File: src/design/pea_pkg.sv
// ----------------------------------------------------------------------------
// pea_pkg
// Shared constants, codes and types of the page extent allocator.
// ----------------------------------------------------------------------------
package pea_pkg;

    localparam int unsigned MAX_EXTENTS_DEF = 64;
    localparam int unsigned ADDR_BITS_DEF   = 48;
    localparam int unsigned PAGE_SHIFT      = 12;

    localparam int unsigned ACTION_W = 2;
    localparam int unsigned MODE_W   = 2;
    localparam int unsigned MTYPE_W  = 4;
    localparam int unsigned COUNT_FW = 37;
    localparam int unsigned ADDR_FW  = 48;
    localparam int unsigned FLAGS_W  = 3;
    localparam int unsigned STATUS_W = 2;

    localparam logic [ACTION_W-1:0] ACT_ALLOC = 2'd0;
    localparam logic [ACTION_W-1:0] ACT_FREE  = 2'd1;
    localparam logic [ACTION_W-1:0] ACT_ADD   = 2'd2;
    localparam logic [ACTION_W-1:0] ACT_BAD   = 2'd3;

    localparam logic [MODE_W-1:0] MODE_ANY   = 2'd0;
    localparam logic [MODE_W-1:0] MODE_BELOW = 2'd1;
    localparam logic [MODE_W-1:0] MODE_AT    = 2'd2;
    localparam logic [MODE_W-1:0] MODE_BAD   = 2'd3;

    localparam logic [MTYPE_W-1:0] MT_RT_CODE = 4'd5;
    localparam logic [MTYPE_W-1:0] MT_RT_DATA = 4'd6;

    localparam logic [STATUS_W-1:0] ST_OK        = 2'd0;
    localparam logic [STATUS_W-1:0] ST_INVALID   = 2'd1;
    localparam logic [STATUS_W-1:0] ST_NO_RES    = 2'd2;
    localparam logic [STATUS_W-1:0] ST_NOT_FOUND = 2'd3;

    localparam logic [1:0] OP_NONE  = 2'd0;
    localparam logic [1:0] OP_BELOW = 2'd1;
    localparam logic [1:0] OP_AT    = 2'd2;
    localparam logic [1:0] OP_FREE  = 2'd3;

    typedef struct packed {
        logic rotate;
        logic ins;
        logic rem;
        logic we;
    } cell_ctrl_t;

endpackage

File: src/design/pea_cell.sv
// ----------------------------------------------------------------------------
// pea_cell
// One extent slot of the table: rotates, shifts or is written in place.
// ----------------------------------------------------------------------------
module pea_cell #(
    parameter int unsigned IDX         = 0,
    parameter int unsigned MAX_EXTENTS = pea_pkg::MAX_EXTENTS_DEF,
    parameter int unsigned IW          = 6,
    parameter int unsigned BW          = 36,
    parameter int unsigned CW          = 37
) (
    input  logic               clk,
    input  pea_pkg::cell_ctrl_t ctrl,
    input  logic [IW-1:0]      pos,
    input  logic [IW-1:0]      wa,
    input  logic [BW-1:0]      prev_base,
    input  logic [CW-1:0]      prev_cnt,
    input  logic [BW-1:0]      next_base,
    input  logic [CW-1:0]      next_cnt,
    input  logic [BW-1:0]      new_base,
    input  logic [CW-1:0]      new_cnt,
    input  logic [BW-1:0]      wr_base,
    input  logic [CW-1:0]      wr_cnt,
    output logic [BW-1:0]      base,
    output logic [CW-1:0]      cnt
);
    import pea_pkg::*;

    localparam logic [IW-1:0] IDX_V   = IW'(IDX);
    localparam bit            IS_LAST = (IDX == MAX_EXTENTS - 1);

    logic [BW-1:0] base_reg, base_next;
    logic [CW-1:0] cnt_reg, cnt_next;

    always_comb
    begin
        base_next = base_reg;
        cnt_next  = cnt_reg;
        if (ctrl.rotate)
        begin
            base_next = next_base;
            cnt_next  = next_cnt;
        end
        else if (ctrl.ins && IDX_V > pos)
        begin
            base_next = prev_base;
            cnt_next  = prev_cnt;
        end
        else if (ctrl.ins && IDX_V == pos)
        begin
            base_next = new_base;
            cnt_next  = new_cnt;
        end
        else if (ctrl.rem && IDX_V >= pos && !IS_LAST)
        begin
            base_next = next_base;
            cnt_next  = next_cnt;
        end
        else if (ctrl.we && IDX_V == wa)
        begin
            base_next = wr_base;
            cnt_next  = wr_cnt;
        end
    end

    always_ff @(posedge clk)
    begin
        base_reg <= base_next;
        cnt_reg  <= cnt_next;
    end

    assign base = base_reg;
    assign cnt  = cnt_reg;

endmodule
File: config.mk
export PLATFORM = sky130hd
export DESIGN_NAME = pea_cell
export DESIGN_NICKNAME = d
export VERILOG_FILES = /design/src/design/pea_pkg.sv /design/src/design/pea_cell.sv
export SDC_FILE = /design/constraint.sdc
export NUM_CORES = 1
export LEC_CHECK = 0
export BUFFER_PORTS_ARGS = -buffer_cell sky130_fd_sc_hd__buf_4
export CORE_AREA = 2 2 149 151
export DETAILED_ROUTE_END_ITERATION = 16
export DIE_AREA = 0 0 151 153
export HOLD_SLACK_MARGIN = 0.08
export REMOVE_ABC_BUFFERS = 1
export SLEW_MARGIN = 20
export SYNTH_ARGS = -nofsm -noshare
export SYNTH_HDL_FRONTEND = slang
export SYNTH_SLANG_ARGS = --single-unit
File: constraint.sdc
create_clock -name clk -period 5.9 [get_ports clk]
set_input_delay 0.295 -clock clk [delete_from_list [all_inputs] [get_ports clk]]
set_output_delay 0.295 -clock clk [all_outputs]
set_load 0.005 [all_outputs]
=== Yosys cells after proc, flatten, opt, wreduce, memory -nomap -nowiden ===
Index checks and enable logic that the tools add are counted.

* Magnitude comparators: 2
* Mux-type cells: 10
* Reductions and logical operators: 7

{| class="wikitable"
|+ Operator list
! cell !! count
|-
| 37-bit two-way mux || 5
|-
| 36-bit two-way mux || 5
|-
| 6-bit zero test || 2
|-
| 1-bit by 6-bit >= comparator with 1-bit output, first input constant || 1
|-
| 1-bit by 6-bit greater-than comparator with 1-bit output, first input constant || 1
|-
| 5-bit nonzero test || 1
|-
| 1-bit logical AND || 4
|}

* Bits in registers: 73
* Input port bits: 309
* Output and inout bits: 73

=== Longest topological paths before layout ===
Gate-level depths: netlist of the first run.

* Word-level depth: 7
* Mapped depth: 5
* Gate-level depth less buffers: 3

=== Worst setup path before layout of the first run ===
No wires, ideal clock.

* Kind: input port to flip-flop
* From: in pos[5]
* To: reg base_reg[0], in the netlist base[0], enable pin
* Setup time: 430 ps
* Data arrival time: 2999 ps
* Data required time: 5470 ps
* Path slack: 2471 ps
* Stages: 5
* Path buffers: 2
* Cell sequence: or4_4 > o31ai_1 > buf_2 > buf_4 > a21o_1

* Longest elaborated chain between the ends: 3

{| class="wikitable"
|+ Ends and longest elaborated chain
! element !! RTL line !! source
|-
| from (decl) || pea_cell.sv:14 || <nowiki>input logic [IW-1:0] pos,</nowiki>
|-
| 1-bit by 6-bit greater-than comparator with 1-bit output, or another cell as far along || pea_cell.sv:44 || <nowiki>else if (ctrl.ins && IDX_V > pos)</nowiki>
|-
| 1-bit logical AND, on equally long branches || pea_cell.sv:44, pea_cell.sv:54, pea_cell.sv:49 ||
|-
| 5-bit nonzero test (no line) (*) || - ||
|-
| to (signal assigned) || pea_cell.sv:68 || <nowiki>base_reg <= base_next;</nowiki>
|-
| to (decl) || pea_cell.sv:32 || <nowiki>logic [BW-1:0] base_reg, base_next;</nowiki>
|}

Mark *: on every way between the ends. The rest lies on a longest branch, timed or not.
A chain may end at the register's enable or synchronous reset.

=== Worst setup path in the final report of the first run ===
* From: in pos[5]
* To: reg base_reg[30], in the netlist base[30], enable pin

Same word-level chain as after synthesis.

==> metrics.txt, run 1 <==
status finished, final reports clean; xor and xnor area share after synthesis 0; largest family of logic cells by synthesized area compound AO/OA/AOI/OAI gates; Slew @ Worst Pin 0.962 ns; gpl congestion 0.709; CTS hold repair buffers 0; post-route cell area 6660 um^2; synthesized area per cell 14.6 um^2; mux cell area share after synthesis 0; Post-Synth Simple-Gate Area 0.150; Ports 382; Max VDD drop 0.108 mV; Post-Syn Instances 269; GR peak layer met2; Leak Pwr 2.61 nW; Seq/Total Area, Yosys 0.558; logic gate share of total power 0.203; grt total ovfl 0; Starting DRT DRC Count 141; cts bufs inserted 9; total number of vias 3,807; Initial Util 0.183; Layout Nets 862; final slew viol count 0; TritonCTS clock tree yes; Worst Slack Setup Final 3.23 ns; Critical Path RT 5.85 ns; DR DRC count 0; drt first pass iters 4; Syn. warnings 0; internal power 0.00115 W; Layout fillers 2,232; critical path arrival 2.63 ns; DP Worst Slack 2.79 ns; Post CTS Setup Buffer Count 0; Crit Path Max Fanout 75; crit end category flop; GR Layer Usage met3 0.0349; dpl cell area 6360 um^2; final setup vio count 0; share of layout cells above drive strength 1 0.599; WL per Instance 18.2 um; Max Root-Sink Buffers 2; number of global-route vias before repair 3,838; RSZ-0062 raised after global routing no; clock sinks 73; Root Buffer clkbuf_16; Port-buffer cells 308; Synth Area in Adders 0; Clk network pwr share 0.368; post-cts resize count 0; met2 GRT Util 0.216; Hold Fails Final Rpt 0; hpwl dp 10,500 um; Max-cap violations 0; final wirelength 15,200 um; antenna cells 0; first-pass GRT wire length 22,000 um; worst hold path type in2reg; overall die height 153 um; max reg flops 37; minimum clock period 2.67 ns; multi-input logic area 1470 um^2; register bit total from synthesis 73; via/cell ratio 4.54; Reg area 2190 um^2; synth unique cells 17; largest net degree at the start of global routing 76; Cell Pwr Density 227 nW/um^2; slew margin rel. 0.359; CP Class in2reg; Final Cycle Share 0.453; Sw Pwr 0.000358 W; Switching Share 0.237; mapped cell area 3930 um^2; FMAX 374 MHz; H-tree depth 3; Flop pwr share 0.429; hold slack 0.292 ns; GR Util met1 0.151; Clk pin slew, worst setup/hold paths 0.06 ns; Die Span X 151 um; row cnt 54; crit start category primary input; GRT Util Overall 0.125; die area 23,100 um^2; initial antenna violation count 0; Layout area overhead 69.4%; Compound-Gate Fraction of Synth Area 0.216; core area 21,500 um^2; Routed Antenna Nets 0
per-layer routing:
metal,wire (um),vias to the layer above
met4,229,0
met3,1190,15
li1,-,1805
met2,7600,190
met1,6220,1797
met5,0,-
metrics by stage:
stage	instances	util	TNS (ns)	total power (W)
2_1_floorplan	230	-	-115.17	0.000734
3_3_place_gp	822	0.296	0	0.000969
3_5_place_dp	822	0.296	0	0.000973
4_1_cts	838	0.310	0	0.00155
5_1_grt	838	0.310	0	0.00159
6_report	838	0.310	0	0.00151
final timing paths:
check	from	to	slack, ns	depth (start not counted)
worst max-delay path	pos[5]	base[30]	3.23	4
worst min-delay path	next_base[32]	base[32]	0.29	2
worst max-delay path, stage by stage:
cell     delay, ns
buf_4         0.11
or4_4         0.88
o31ai_4       0.50
a21o_4        0.76
Yosys cell counts:
cell type  instances  share of area
o31ai_1            1         0.0019
or4_1             73           0.14
nor3_1             1         0.0013
clkbuf_1          15          0.014
buf_2              2         0.0025
nand2b_1           1         0.0016
or4_4              1         0.0029
or2_2              1         0.0016
nor4b_1            1         0.0022
o221a_1           73           0.21
o41a_1             1         0.0029
buf_6             16          0.046
inv_1              2         0.0019
edfxtp_1          73           0.56
a21o_1             1         0.0019
nor2_1             1        0.00095
buf_4              6          0.011
cell families (layout without fill, tap and decap cells):
family / count (synthesis) / count (layout)
AOI/OAI and AO/OA: 76 / 76
DFF: 73 / 73
buffers and inverters: 41 / 330
and+or+nand+nor: 79 / 79
cell type report:
cell class | count | area share
repair buffers | 312 | 0.352
flip-flops and latches | 73 | 0.329
multi-input cells | 155 | 0.220
well taps | 280 | 0.0526
clock buffers | 9 | 0.0338
clock inverters | 7 | 0.0107
inverters | 2 | 0.00113
cells in the final DEF, fill, tap and decap left out:
master      count
nor4b_1         1
clkinv_4        1
or2_2           1
nor3_1          1
nor2_1          1
clkinv_2        2
bufinv_16       1
edfxtp_1       73
nand2b_4        1
buf_4         312
a21o_4          1
or4_4           1
clkbuf_16       9
inv_1           2
or4_1          73
o41a_2          1
clkinvlp_4      3
o31ai_4         1
o221a_1        73
power groups by stage:
stage	registers (W)	clock network (W)	logic (W)
finish	0.000648	0.000555	0.000307
global placement	0.000659	0	0.000310
floorplan	0.000665	0	0.0000687
global route	0.000653	0.000603	0.000331
detailed placement	0.000660	0	0.000313
CTS	0.000649	0.000584	0.000313
Note: power is estimated with default switching activity, not from simulation.
==> inputs of run 2 (changes only) <==
- ABC_AREA: unset -> 1
- CORE_AREA: 2 2 149 151 -> 2 2 148 150
- DIE_AREA: 0 0 151 153 -> 0 0 150 152
- clock period: 5.9 -> 2.7 ns (I/O delays scaled with it)
==> metrics.txt, run 2 <==
WL per Instance 14.6 um (was 18.2 um); Primary FF master, synth edfxtp_1 (unchanged); Buf/Inv on CP 2 (was 1); gpl congestion 0.815 (was 0.709); Starting DRT DRC Count 224 (was 141); initial antenna violation count 0 (unchanged); hpwl dp 12,200 um (was 10,500 um); final setup vio count 0 (unchanged); Max Root-Sink Buffers 2 (unchanged); GRT Util Overall 0.141 (was 0.125); Flop pwr share 0.412 (was 0.429); Cell Pwr Density 455 nW/um^2 (was 227 nW/um^2); Max VDD drop 0.282 mV (was 0.108 mV); final slew viol count 0 (unchanged); Initial Util 0.216 (was 0.183); Critical Path RT 2.78 ns (was 5.85 ns); Layout area overhead 62.9% (was 69.4%); post-route cell area 7520 um^2 (was 6660 um^2); Worst Slack Setup Final 1.20 ns (was 3.23 ns); most common cell after layout, fill and taps aside buf_4 (unchanged); commonest non-fill, non-tap cells in the layout buf_4 (317), nand2_1 (147), a21oi_1 (146) (was buf_4 (312), or4_1 (73), o221a_1 (73), edfxtp_1 (73), clkbuf_16 (9)); CP Class in2reg (unchanged); RSZ-0062 raised after global routing no (unchanged); Post-synth ARST share 0 (unchanged); crit start category primary input (unchanged); Switching Share 0.234 (was 0.237); Clk pin slew, worst setup/hold paths 0.06 ns (about the same); Synth area leader edfxtp_1 (unchanged); CP max stage delay 0.46 ns (was 0.88 ns); slew margin rel. 0.669 (was 0.359); FMAX 665 MHz; Hold Fails Final Rpt 0 (unchanged); grt total ovfl 0 (unchanged); max reg flops 37 (unchanged); Crit path max-delay family simple AND/OR/NAND/NOR gates (was compound AO/OA/AOI/OAI gates); crit end category flop (unchanged); DR DRC count 0 (unchanged); logic gate share of total power 0.212 (was 0.203); Final Cycle Share 0.557; Layout Nets 1,165 (was 862); minimum clock period 1.50 ns; Layout fillers 2,325 (was 2,232); worst hold path type in2reg (unchanged); Seq/Total Area, Yosys 0.475 (was 0.558); top-count cell post-synth nand2_1; top post-synthesis cells by area edfxtp_1 (47%), a21oi_1 (16%), nand2_1 (12%), nand3b_1 (12%), inv_1 (6.1%) (was edfxtp_1 (56%), o221a_1 (21%), or4_1 (14%), buf_6 (4.6%), clkbuf_1 (1.4%)); cts bufs inserted 9 (unchanged); Die Span X 150 um (was 151 um); post-synth top area share 0.475 (was 0.558); Crit Path Max Fanout 37 (was 75); H-tree depth 3 (unchanged); mapped cell area 4620 um^2 (was 3930 um^2); die area 22,800 um^2 (was 23,100 um^2); Port-buffer cells 308 (unchanged); TritonCTS clock tree yes (unchanged); synth unique cells 16 (was 17); register bit total from synthesis 73 (unchanged); drt first pass iters 4 (unchanged); Top cell by count, worst path buf_4; Syn. warnings 0 (unchanged); overall die height 152 um (was 153 um); row cnt 54 (unchanged); Slew @ Worst Pin 0.496 ns (was 0.962 ns); slowest CP cell buf_4 (was or4_4); number of global-route vias before repair 4,614 (was 3,838); critical-path cell list buf_4 -> or2_1 -> nor2_4 -> buf_4 -> nand3b_1 -> nand2_1 -> a21oi_1 (was buf_4 -> or4_4 -> o31ai_4 -> a21o_4); synth cell count leaders nand2_1 (147), a21oi_1 (146), inv_1 (75), edfxtp_1 (73), nand3b_1 (73) (was edfxtp_1 (73), o221a_1 (73), or4_1 (73), buf_6 (16), clkbuf_1 (15)); share of layout cells above drive strength 1 0.395 (was 0.599); antenna cells 0 (unchanged); post-cts resize count 0 (unchanged); Max-cap violations 0 (unchanged); clock sinks 73 (unchanged); Clk network pwr share 0.376 (was 0.368); Post CTS Setup Buffer Count 0 (unchanged); final core utilization 0.352 (was 0.310); CTS hold repair buffers 0 (unchanged); core area 21,400 um^2 (was 21,500 um^2); via/cell ratio 4.30 (was 4.54); number of synthesized flops with an enable pin 73 (unchanged); dpl cell area 7210 um^2 (was 6360 um^2); status finished, final reports clean (unchanged); synthesized area per cell 8.08 um^2 (was 14.6 um^2); Sw Pwr 0.000801 W (was 0.000358 W); first-pass GRT wire length 25,000 um (was 22,000 um); critical path arrival 1.58 ns (was 2.63 ns); largest net degree at the start of global routing 72 (was 76); hold slack 0.114 ns (was 0.292 ns); Post-Syn Instances 571 (was 269); Fin Setup TNS 0 ns (unchanged); Root Buffer clkbuf_16 (unchanged); Routed Antenna Nets 0 (unchanged); Leak Pwr 3.71 nW (was 2.61 nW); final wirelength 16,600 um (was 15,200 um); Ports 382 (unchanged); internal power 0.00262 W (was 0.00115 W); total number of vias 4,908 (was 3,807); DP Worst Slack 0.768 ns (was 2.79 ns)
run 2: cells by family after synthesis:
logic type	Yosys count	synth area share
buffers and inverters	122	0.117
AO/OA/AOI/OAI	147	0.159
AND/OR/NAND/NOR	229	0.249
flip-flops	73	0.475
run 2: power by group through the flow:
stage / Clock [W] / Combinational [W] / Sequential [W]
floorplan: 0 / 0.000197 / 0.00146
global placement: 0 / 0.000734 / 0.00143
detailed placement: 0 / 0.000738 / 0.00144
CTS: 0.00134 / 0.000740 / 0.00141
global route: 0.00138 / 0.000803 / 0.00142
finish: 0.00129 / 0.000726 / 0.00141
run 2: layout make-up:
class / instances / area, um^2 / area share
clock inverters: 7 / 85.1 / 0.0113
flip-flops and latches: 73 / 2190 / 0.292
multi-input cells: 376 / 1920 / 0.256
clock buffers: 9 / 225 / 0.0300
well taps: 280 / 350 / 0.0466
inverters: 75 / 284 / 0.0378
repair buffers: 321 / 2460 / 0.327
run 2: per-stage QoR:
stage	std cells	total power, W
final	1141	0.00342
after floorplan	524	0.00165
after global placement	1125	0.00217
after global routing	1141	0.00360
after CTS	1141	0.00349
after detailed placement	1125	0.00217
run 2: worst paths after layout:
check                   startpoint  endpoint  slack, ns  cells after the start
worst max-delay path        pos[5]   cnt[18]       1.20                      7
worst min-delay path  next_cnt[17]   cnt[17]       0.11                      3
run 2: worst min-delay path: stages:
cell and delay [ns]:
buf_4 0.08, a21oi_1 0.03, a21oi_1 0.09
run 2: routing by layer:
layer  up-vias  routed length (um)  track usage
met1      2225                6810        0.172
met2       191                8160        0.240
met3        18                1360       0.0390
li1       2474                   -            -
met4         0                 311       0.0427
met5         -                   0            0
==> inputs of run 3 (changes only) <==
- ABC_AREA: 1 -> 0
- CORE_AREA: 2 2 148 150 -> 2 2 150 152
- DIE_AREA: 0 0 150 152 -> 0 0 152 154
- clock period: 2.7 -> 1.43 ns (I/O delays scaled with it)
==> metrics.txt, run 3 (synthesized netlist as in run 1, its figures left out) <==
status complete, but fails checks (was finished, final reports clean); failing checks negative setup slack; cts bufs inserted 9 (unchanged); H-tree depth 3 (unchanged); hpwl dp 12,200 um (about the same); FMAX 611 MHz; Flop pwr share 0.400 (was 0.412); Initial Util 0.181 (was 0.216); overall die height 154 um (was 152 um); WL per Instance 18.1 um (was 14.6 um); commonest non-fill, non-tap cells in the layout buf_4 (312), dlygate4sd3_1 (136), o221a_1 (73), edfxtp_1 (73), or4_1 (70) (was buf_4 (317), nand2_1 (147), a21oi_1 (146)); gpl congestion 0.751 (was 0.815); Hold Path Cell Cnt 2 (was 3); Clk pin slew, worst setup/hold paths 0.06 ns (about the same); number of global-route vias before repair 4,815 (was 4,614); internal power 0.00509 W (was 0.00262 W); logic gate share of total power 0.261 (was 0.212); final core utilization 0.391 (was 0.352); Layout Nets 1,022 (was 1,165); die area 23,400 um^2 (was 22,800 um^2); Layout area overhead 116% (was 62.9%); Hold Crit Start wr_base[29] (was next_cnt[17]); Routed Antenna Nets 0 (unchanged); final setup vio count 146 (was 0); Port-buffer cells 308 (unchanged); final slew viol count 0 (unchanged); Ports 382 (unchanged); Max VDD drop 0.410 mV (was 0.282 mV); Die Span X 152 um (was 150 um); Total Power 0.00668 W (was 0.00342 W); first-pass GRT wire length 26,400 um (was 25,000 um); Root Buffer clkbuf_16 (unchanged); via/cell ratio 4.57 (was 4.30); Final Cycle Share 1.14; minimum clock period 1.64 ns; Slew @ Worst Pin 0.404 ns (was 0.496 ns); crit start category primary input (unchanged); worst hold path type in2reg (unchanged); row cnt 54 (unchanged); GRT Util Overall 0.145 (was 0.141); Starting DRT DRC Count 249 (was 224); initial antenna violation count 1 (was 0); Switching Share 0.238 (was 0.234); final wirelength 18,100 um (was 16,600 um); Crit Path Max Fanout 37 (unchanged); total number of vias 4,565 (was 4,908); core area 21,700 um^2 (was 21,400 um^2); RSZ-0062 raised after global routing yes (was no); Critical Path RT 1.52 ns (was 2.78 ns); critical path arrival 1.73 ns (was 1.58 ns); Hold Path End base[29] (was cnt[17]); share of layout cells above drive strength 1 0.499 (was 0.395); Sw Pwr 0.00159 W (was 0.000801 W); TritonCTS clock tree yes (unchanged); CP Class in2reg (unchanged); drt first pass iters 4 (unchanged); crit end category flop (unchanged); grt total ovfl 0 (unchanged); DR DRC count 0 (unchanged); Hold Fails Final Rpt 0 (unchanged); Worst Slack Setup Final -0.206 ns (was 1.20 ns); Max-cap violations 0 (unchanged); Max Root-Sink Buffers 2 (unchanged); Cell Pwr Density 789 nW/um^2 (was 455 nW/um^2); most common cell after layout, fill and taps aside buf_4 (unchanged); largest net degree at the start of global routing 41 (was 72); Clk network pwr share 0.339 (was 0.376); max reg flops 37 (unchanged); slew margin rel. 0.730 (was 0.669); Leak Pwr 3.39 nW (was 3.71 nW); clock sinks 73 (unchanged)
[run 3: per-layer routing]
layer | part of all wire | global-route usage
met1 | 0.40 | 0.170
met2 | 0.50 | 0.248
met3 | 0.060 | 0.0341
met4 | 0.035 | 0.0757
met5 | 0 | 0
[run 3: timing repair]
item / 4_1_cts / 5_1_grt
setup endpoints to repair: 146 / 146
cloned: 1 / 4
hold buffers: 136 / 0
pin swaps: 12 / 2
gates resized for setup: 10 / 5
buffers inserted: 3 / 3
hold endpoints to repair: 71 / 0
[run 3: per-stage QoR]
step | setup TNS (ns) | instance area (um^2) | setup WS [ns] | hold WS (ns) | instances
2_1_floorplan | -735.16 | 3640 | -5.67 | 0.322 | 230
3_3_place_gp | -74.55 | 6590 | -0.580 | 0.407 | 836
3_5_place_dp | -75.46 | 6590 | -0.589 | 0.411 | 836
4_1_cts | -20.79 | 8350 | -0.177 | 0.0809 | 991
5_1_grt | -21.08 | 8470 | -0.236 | 0.0921 | 998
6_report | -17.41 | 8470 | -0.206 | 0.0991 | 998
[run 3: final cells by class]
cell class | instances | area (um^2)
diodes | 1 | 2.50
clock buffers | 9 | 225
clock inverters | 6 | 60.1
fillers | 2049 | 13200
inverters | 2 | 7.51
multi-input cells | 155 | 1480
flip-flops and latches | 73 | 2190
well taps | 280 | 350
repair buffers | 472 | 4150
[run 3: worst max-delay path by stage]
stage	to	depth (start not counted)	from	slack, ns
after floorplan	base[0]	3	pos[5]	-5.67
after global placement	cnt[5]	5	pos[5]	-0.58
after detailed placement	cnt[5]	5	pos[5]	-0.59
after CTS	cnt[31]	5	pos[5]	-0.18
after global routing	cnt[0]	5	pos[5]	-0.24
final	cnt[18]	5	pos[5]	-0.21
[run 3: power groups by stage]
stage,Sequential [W],Clock (W),Combinational (W)
2_1_floorplan,0.00274,0,0.000284
3_5_place_dp,0.00272,0,0.00137
4_1_cts,0.00267,0.00236,0.00172
3_3_place_gp,0.00272,0,0.00136
5_1_grt,0.00269,0.00241,0.00187
6_report,0.00267,0.00227,0.00175
[run 3: worst max-delay path, cell delays in order]
cell and delay [ns]:
buf_6 0.09, or4_4 0.59, o41a_4 0.50, buf_12 0.19
o221a_1 0.25
